**src/hdl/png_row_unfilter_top_defines.svh**
```systemverilog
// Assertion macros for the PNG row unfilter top level.
`ifndef PNG_ROW_UNFILTER_TOP_DEFINES_SVH
`define PNG_ROW_UNFILTER_TOP_DEFINES_SVH

// Same-cycle check: when ante holds, cons must hold too.
`define PRU_ASSERT_NOW(label, ante, cons, msg) \
	label: assert property (@(posedge clk) disable iff (!arst_n) (ante) |-> (cons)) \
		else $error(msg);

// Next-cycle check: when ante holds, cons must hold in the cycle after.
`define PRU_ASSERT_NEXT(label, ante, cons, msg) \
	label: assert property (@(posedge clk) disable iff (!arst_n) (ante) |=> (cons)) \
		else $error(msg);

`endif

```
**src/hdl/pru_pkg.sv**
```systemverilog
// Types, codes and helpers for the PNG row unfilter.
package pru_pkg;

	localparam int unsigned DEF_MAX_ROW_BYTES = 8192;
	localparam int unsigned DEF_MAX_ROWS      = 8192;

	localparam int unsigned CFG_DIM_W = 14;
	localparam int unsigned CFG_BPP_W = 3;
	// product of width and bytes per pixel, and room for limits up to 65536
	localparam int unsigned ROW_BYTES_W = 17;
	localparam int unsigned PADDR_W     = 4;
	localparam int unsigned PDATA_W     = 32;
	localparam logic [CFG_BPP_W-1:0] BPP_MAX = 3'd4;

	typedef enum logic [2:0] {
		ST_OK         = 3'd0,
		ST_BAD_FILTER = 3'd1,
		ST_SHORT      = 3'd2,
		ST_LONG       = 3'd3,
		ST_WIDE       = 3'd4
	} pru_status_t;

	typedef enum logic [2:0] {
		FT_NONE  = 3'd0,
		FT_SUB   = 3'd1,
		FT_UP    = 3'd2,
		FT_AVG   = 3'd3,
		FT_PAETH = 3'd4
	} pru_filter_t;

	typedef enum logic [1:0] {
		REG_WIDTH  = 2'd0,
		REG_HEIGHT = 2'd1,
		REG_BPP    = 2'd2
	} pru_reg_t;

	typedef struct packed {
		logic [7:0] data_byte;
		logic       last_byte;
	} pru_item_t;

	typedef struct packed {
		logic [7:0]  pixel_byte;
		logic        pixel_valid;
		pru_status_t status;
		logic        last_result;
	} pru_res_t;

	// Per-item decisions made at accept time, carried into the datapath stage.
	typedef struct packed {
		logic [7:0]  data_byte;
		logic        last;
		logic        emit;
		logic        do_px;
		logic        valid;
		pru_status_t status;
		pru_filter_t ftype;
		logic        row_nz;
		logic        has_left;
		logic [1:0]  hidx;
		logic [1:0]  widx;
	} pru_op_t;

	function automatic logic [7:0] paeth(input logic [7:0] a, input logic [7:0] b,
		input logic [7:0] c);
		logic signed [9:0] da;
		logic signed [9:0] db;
		logic signed [9:0] dc;
		logic [9:0] pa;
		logic [9:0] pb;
		logic [9:0] pc;
		logic [7:0] r;
		// pa = |b - c|, pb = |a - c|, pc = |a + b - 2c|
		da = $signed({2'b00, b}) - $signed({2'b00, c});
		db = $signed({2'b00, a}) - $signed({2'b00, c});
		dc = da + db;
		pa = da[9] ? 10'(-da) : 10'(da);
		pb = db[9] ? 10'(-db) : 10'(db);
		pc = dc[9] ? 10'(-dc) : 10'(dc);
		if (pa <= pb && pa <= pc) r = a;
		else if (pb <= pc) r = b;
		else r = c;
		return r;
	endfunction

endpackage

```
**src/hdl/pru_ctrl.sv**
```systemverilog
// Row/column tracking, filter type and error status decided at accept time.
module pru_ctrl #(
	parameter int unsigned MAX_ROW_BYTES = pru_pkg::DEF_MAX_ROW_BYTES,
	parameter int unsigned MAX_ROWS      = pru_pkg::DEF_MAX_ROWS,
	localparam int unsigned AW = (MAX_ROW_BYTES > 1) ? $clog2(MAX_ROW_BYTES) : 1
) (
	input  logic                            clk,
	input  logic                            arst_n,
	input  logic                            acc,
	input  pru_pkg::pru_item_t              item,
	input  logic [pru_pkg::CFG_DIM_W-1:0]   width_pixels,
	input  logic [pru_pkg::CFG_DIM_W-1:0]   height_rows,
	input  logic [pru_pkg::CFG_BPP_W-1:0]   bpp_cfg,
	output pru_pkg::pru_op_t                op,
	output logic [AW-1:0]                   rd_addr
);
	import pru_pkg::*;

	localparam int unsigned CW = $clog2(MAX_ROW_BYTES + 1);
	localparam int unsigned RW = $clog2(MAX_ROWS + 1);
	localparam logic [ROW_BYTES_W-1:0] MaxRb = ROW_BYTES_W'(MAX_ROW_BYTES);
	localparam logic [ROW_BYTES_W-1:0] MaxRows = ROW_BYTES_W'(MAX_ROWS);

	logic [CW-1:0] col_q;
	logic [RW-1:0] row_q;
	pru_filter_t   ft_q;
	pru_status_t   err_q;

	logic [CW-1:0] col_n;
	logic [RW-1:0] row_n;
	pru_filter_t   ft_n;
	pru_status_t   err_in;
	pru_status_t   err_n;

	logic [CFG_BPP_W-1:0]   bpp;
	logic [CFG_DIM_W-1:0]   wpx;
	logic [ROW_BYTES_W-1:0] rb;
	logic [ROW_BYTES_W-1:0] hh;
	logic [ROW_BYTES_W-1:0] hraw;
	logic [CW-1:0]          x;

	// register ranges: zero reads as one, bpp and height saturate at their limits
	always_comb begin
		bpp = bpp_cfg;
		if (bpp == '0) bpp = CFG_BPP_W'(1);
		else if (bpp > BPP_MAX) bpp = BPP_MAX;
		wpx = (width_pixels == '0) ? CFG_DIM_W'(1) : width_pixels;
		rb  = ROW_BYTES_W'(wpx) * ROW_BYTES_W'(bpp);
		hraw = (height_rows == '0) ? ROW_BYTES_W'(1) : ROW_BYTES_W'(height_rows);
		hh  = (hraw > MaxRows) ? MaxRows : hraw;
	end

	assign x       = col_q - CW'(1);
	assign rd_addr = AW'(x);

	always_comb begin
		err_in = err_q;
		if (err_q == ST_OK && rb > MaxRb) err_in = ST_WIDE;
		err_n = err_in;
		col_n = col_q;
		row_n = row_q;
		ft_n  = ft_q;

		op           = '0;
		op.data_byte = item.data_byte;
		op.last      = item.last_byte;
		op.ftype     = ft_q;
		op.row_nz    = (row_q != '0);
		op.has_left  = (ROW_BYTES_W'(x) >= ROW_BYTES_W'(bpp));
		op.hidx      = 2'(x) - 2'(bpp);
		op.widx      = 2'(x);

		if (err_in == ST_WIDE) begin
			op.emit = 1'b1;
		end else if (ROW_BYTES_W'(row_q) >= hh) begin
			if (err_in == ST_OK) err_n = ST_LONG;
			op.emit = 1'b1;
		end else if (col_q == '0) begin
			if (item.data_byte > 8'(FT_PAETH)) begin
				if (err_in == ST_OK) err_n = ST_BAD_FILTER;
				ft_n = FT_NONE;
			end else begin
				ft_n = pru_filter_t'(item.data_byte[2:0]);
			end
			col_n   = CW'(1);
			op.emit = (err_n != ST_OK);
		end else begin
			op.do_px = 1'b1;
			op.valid = (err_in == ST_OK);
			op.emit  = 1'b1;
			if (ROW_BYTES_W'(col_q) >= rb) begin
				col_n = '0;
				row_n = row_q + RW'(1);
			end else begin
				col_n = col_q + CW'(1);
			end
		end

		if (item.last_byte) begin
			if (err_n == ST_OK && ROW_BYTES_W'(row_n) < hh) err_n = ST_SHORT;
			op.emit = 1'b1;
		end
		op.status = err_n;
	end

	always_ff @(posedge clk or negedge arst_n) begin
		if (!arst_n) begin
			col_q <= '0;
			row_q <= '0;
			ft_q  <= FT_NONE;
			err_q <= ST_OK;
		end else if (acc) begin
			if (item.last_byte) begin
				col_q <= '0;
				row_q <= '0;
				ft_q  <= FT_NONE;
				err_q <= ST_OK;
			end else begin
				col_q <= col_n;
				row_q <= row_n;
				ft_q  <= ft_n;
				err_q <= err_n;
			end
		end
	end

endmodule

```
**config.mk**
```make
export PLATFORM = sky130hd
export DESIGN_NAME = pru_ctrl
export DESIGN_NICKNAME = d
export VERILOG_FILES = /design/src/hdl/png_row_unfilter_top_defines.svh /design/src/hdl/pru_pkg.sv /design/src/hdl/pru_ctrl.sv
export SDC_FILE = /design/constraint.sdc
export NUM_CORES = 1
export LEC_CHECK = 0
export BUFFER_PORTS_ARGS = -buffer_cell sky130_fd_sc_hd__buf_2
export CORE_ASPECT_RATIO = 0.9
export CORE_MARGIN = 2
export CORE_UTILIZATION = 60
export CTS_BUF_LIST = sky130_fd_sc_hd__clkbuf_4 sky130_fd_sc_hd__clkbuf_8
export DETAILED_ROUTE_END_ITERATION = 16
export PLACE_DENSITY_LB_ADDON = 0.25
export SLEW_MARGIN = 20
export SYNTH_ARGS = -nofsm -noshare
export SYNTH_HDL_FRONTEND = slang
export SYNTH_SLANG_ARGS = --single-unit
```
**constraint.sdc**
```tcl
create_clock -name clk -period 13 [get_ports clk]
set_clock_uncertainty 0.2 [all_clocks]
set_input_delay 0 -clock clk [delete_from_list [all_inputs] [get_ports clk]]
set_output_delay 0 -clock clk [all_outputs]
set_load 0.01 [all_outputs]
```
# Yosys cells after proc, flatten, opt, wreduce, memory -nomap -nowiden
# Index checks and enable logic that the tools add are counted.
# classes
addsub	4
multipliers	1
div_mod_pow	0
n_lt_le_gt_ge	8
eq_ne	3
n_shift	0
muxes	40
bitwise	0
n_reduce_logical	14
# op_table
cell	n
2-to-1 mux 14 bit	13
2-to-1 mux 3 bit	20
logical NOT 14 bit	3
adder 14 x 1 -> 14 bit (second input constant)	2
greater-or-equal comparator 14 x 17 -> 1 bit	1
greater-than comparator 17 x 14 -> 1 bit (second input constant)	1
multiplier 14 x 3 -> 17 bit	1
greater-or-equal comparator 14 bit	1
greater-or-equal comparator 14 x 3 -> 1 bit	1
greater-than comparator 14 bit (second input constant)	1
less-than comparator 14 bit	1
nonzero test 14 bit	1
subtractor 14 x 1 -> 14 bit (second input constant)	1
logical NOT 3 bit	4
greater-than comparator 8 x 3 -> 1 bit (second input constant)	1
2-to-1 mux 2 bit	3
2-to-1 mux 1 bit	4
!= test 2 bit (second input constant)	2
AND reduction 4 bit	1
== test 3 bit (second input constant)	1
greater-than comparator 3 bit (second input constant)	1
AND reduction 3 bit	1
nonzero test 3 bit	1
logical AND 1 bit	2
other kinds (2)	2
# totals
ff_bits	34
latchBits	0
ram_bits	0
mem_bits_ro	0
input_bits	43
out_inout_bits	37
word_cells	74
memories	0

# Logic depth before layout (Yosys ltp)
# logic_depth
word_depth	21
mapped_depth	33
mapped_depth_nobuf	30

# Worst setup path after synthesis
# Ideal clock, no wire load.
# synth_path
path_kind	input -> output
from	input bpp_cfg[1] in the netlist's numbering
to	output op[10] in the netlist's numbering
arrival_time_ns	5.931
required_ns	12.800
path_slack_ns	6.869
stages	29
path_buffers	2
path_cell_list	nor2b_1 clkbuf_1 nand2_1 fa_1 inv_1 fa_1 a21o_1 a221oi_1 xnor2_1 inv_1 ha_1 o211ai_1 nor2_1 o221ai_1 o21ai_0 a21oi_1 nor4_2 nand2b_4 buf_6 nor3_1 xor2_1 ha_1 and4_1 a221oi_1 o311ai_0 nor3_1 nand3_1 mux2i_1 o32a_1
# synth_lines
element	line	source
from (decl)	pru_ctrl.sv:13	input logic [pru_pkg::CFG_BPP_W-1:0] bpp_cfg,
to (decl)	pru_ctrl.sv:14	output pru_pkg::pru_op_t op,

==> out/results.txt <==
Avg Vias per Cell: 6.45
routability cong.: 0.918
Post-DP Area: 0.00541 sq mm
Slew HR: 28.7%
Final Power: 0.000499 W
max_cap viols: 0
Clk pwr share: 19.0%
top-count cell post-synth: nand2_1
wire length of the first global-routing pass: 22600 microns
Yosys Warn Count: 0
Max clock buf depth: 2
CTS tree: yes
Critical Path Start Type: input port
Seq pwr share: 24.1%
Mapped Cells: 655
Die X: 101 microns
Setup CP Type: input port to output port
via count: 5241
setup TNS: 0 ns
Yosys reg bits: 34
WP data required: 12.80 ns
first drt pass iteration count: 5
Slew @ Worst Pin: 1.07 ns
most frequent cells after synthesis: 88 x nand2_1, 64 x ha_1, 53 x inv_1
Post-DRT Antenna Nets: 0
drc violations: 0
FP Rows: 31
I/O pin count: 80
n_diodes: 0
Slowest-stage cell, CP: nor2b_1
final setup vio count: 0
VDD IR max: 0.0738 mV
DPL Wire Length: 10900 microns
clk sinks: 34
hold buffer count at cts: 6
antenna violations before repair: 0
CTS root buf: clkbuf_8
endpoints failing hold: 1
crit path max fanout: 16
syn_nets: 776
Setup Fix Bufs, Post-CTS: 0
post_cts resized: 0
area of the core: 0.00815 sq mm
CP endpoint kind: output port
Remaining Overflow, GRT: 0
Internal Power: 0.000275 W
fill count: 667
Hold WS: -0.000968 ns
Clock Latency Late Sink: 0.30 ns
Synth area leader: dfrtp_1
unrepaired setup endpoints after global routing: false
Die Area: 0.00922 sq mm
initial core utilization: 62.4%
largest cells by area after synthesis: dfrtp_1 17%, ha_1 16%, nand2_1 6.5%
post-synthesis cell type count: 71
Tot GR Track Use: 30.0%
Die Ht: 91.3 microns
Tmin final: 7.82 ns
nets@finish: 834
sequential area share after synthesis: 16.8%
achievable frequency: 128 MHz
Sw Pwr: 0.000224 W
PwrDens: 89.5 mW/mm^2
Tcrit/Tclk final: 60.1%
Comb pwr share: 56.9%
switch share: 44.9%
# port buffers: 79
WL final: 13700 microns
Lkg Pwr: 2.92 nW
Avg WL per Cell: 16.8 microns
worst stage delay on the critical path: 0.84 ns
Final Cell Area: 0.00558 sq mm
Crit path top cell by count: ha_1
initial drt markers: 501
final setup margin: 5.18 ns
asr flop ratio synth: 100%
syn avg cell area: 7.75 sq um
Max Transition Viols Final: 0
Layout Area Growth over Synthesis: 9.90%
H-tree levels: 2
failing checks: hold timing
Post-Syn Area: 0.00508 sq mm
layout cell share with drive strength beyond 1: 14.6%
largest net degree at the start of global routing: 35
status: complete, but fails checks
share of the synthesized area in the top cell type: 16.8%
critical path arrival: 7.62 ns
CTS buffer count: 5
vias in the first global route: 4942
Post-synth EDFFs: 0
most used flip-flop cell after synthesis: dfrtp_1
worst slack, placed: 5.29 ns
Min-Delay Path Class: input port to output port
worst max-delay path, delay by kind of cell:
kind / cells / cell delay (ns)
buf+inv: 3 / 0.42
fa+ha+maj: 5 / 1.66
mux: 1 / 0.16
xor+xnor: 2 / 0.42
simple gates: 9 / 3.15
compound gates: 10 / 1.80
per-stage QoR:
step	std cells	util, %
2_1_floorplan	655	-
3_3_place_gp	799	66.4
3_5_place_dp	799	66.4
4_1_cts	813	68.5
5_1_grt	813	68.5
6_report	813	68.5
layout make-up:
class                   instances  area [sq um]  area share (%)
inverters                      53           199            3.56
repair buffers                 86           463            8.29
well taps                      99           124            2.22
multi-input cells             533          3830            68.7
flip-flops and latches         34           851            15.2
clock buffers                   8           110            1.97
state kept, by name, summed over array words and instances (netlist names):
name	cells
col_q	14
row_q	14
err_q	3
ft_q	3
cells by family (layout without fill, tap and decap cells):
family / after synthesis / after routing / synth area share [%]
AOI/OAI and AO/OA: 144 / 144 / 20.4
xor gates and xnor gates: 28 / 28 / 4.83
adders and majority gates: 78 / 78 / 21.3
buffers and inverters: 88 / 147 / 7.74
DFF: 34 / 34 / 16.8
muxes: 8 / 8 / 1.63
and+or+nand+nor: 275 / 275 / 27.4
placed cells by master, fill, tap and decap left out, types with 8 or more instances in the layout:
| master | count |
|---|---|
| a21o_1 | 15 |
| o21ai_0 | 31 |
| buf_2 | 79 |
| fa_1 | 14 |
| nand2b_1 | 8 |
| clkbuf_8 | 8 |
| inv_1 | 53 |
| o31ai_1 | 9 |
| nor3_1 | 22 |
| nand2_1 | 88 |
| nor4_1 | 14 |
| and3_1 | 14 |
| nor2_1 | 40 |
| a21oi_1 | 21 |
| and2_1 | 10 |
| nor2b_1 | 13 |
| xor2_1 | 16 |
| xnor2_1 | 12 |
| dfrtp_1 | 34 |
| nand3_1 | 31 |
| ha_1 | 64 |
| nand4_1 | 10 |
power by group through the flow:
stage                     Sequential, W  Clock (W)  Combinational, W
after global placement         0.000121          0          0.000270
after detailed placement       0.000122          0          0.000279
after CTS                      0.000120  0.0000949          0.000283
final                          0.000120  0.0000949          0.000284
after global routing           0.000121  0.0000995          0.000314
after floorplan                0.000118          0          0.000198
path summary, 6_finish.rpt:
| kind | start | end | slack, ns | cells past startpoint |
|---|---|---|---|---|
| hold / removal | item[5] | op[20] | -0.001 | 2 |
| min in group asynchronous | arst_n | row_q[7] | 0.12 | 2 |
| max in group asynchronous | arst_n | col_q[1] | 11.97 | 2 |
| setup / recovery | bpp_cfg[2] | op[10] | 5.18 | 30 |
| hold reg to reg | ft_q[2] | ft_q[2] | 0.33 | 2 |
| setup reg to reg | row_q[11] | row_q[4] | 8.86 | 10 |
layer usage:
layer	part of all wire [%]	GRT usage (%)	routed length, microns	vias up
met2	44	47.1	6070	264
met1	45	43.3	6200	2463
met4	1.6	7.21	223	0
met5	0	0	0	-
met3	8.6	4.54	1180	34
li1	-	-	-	2480
No activity file was read; power rests on OpenSTA's default activity.
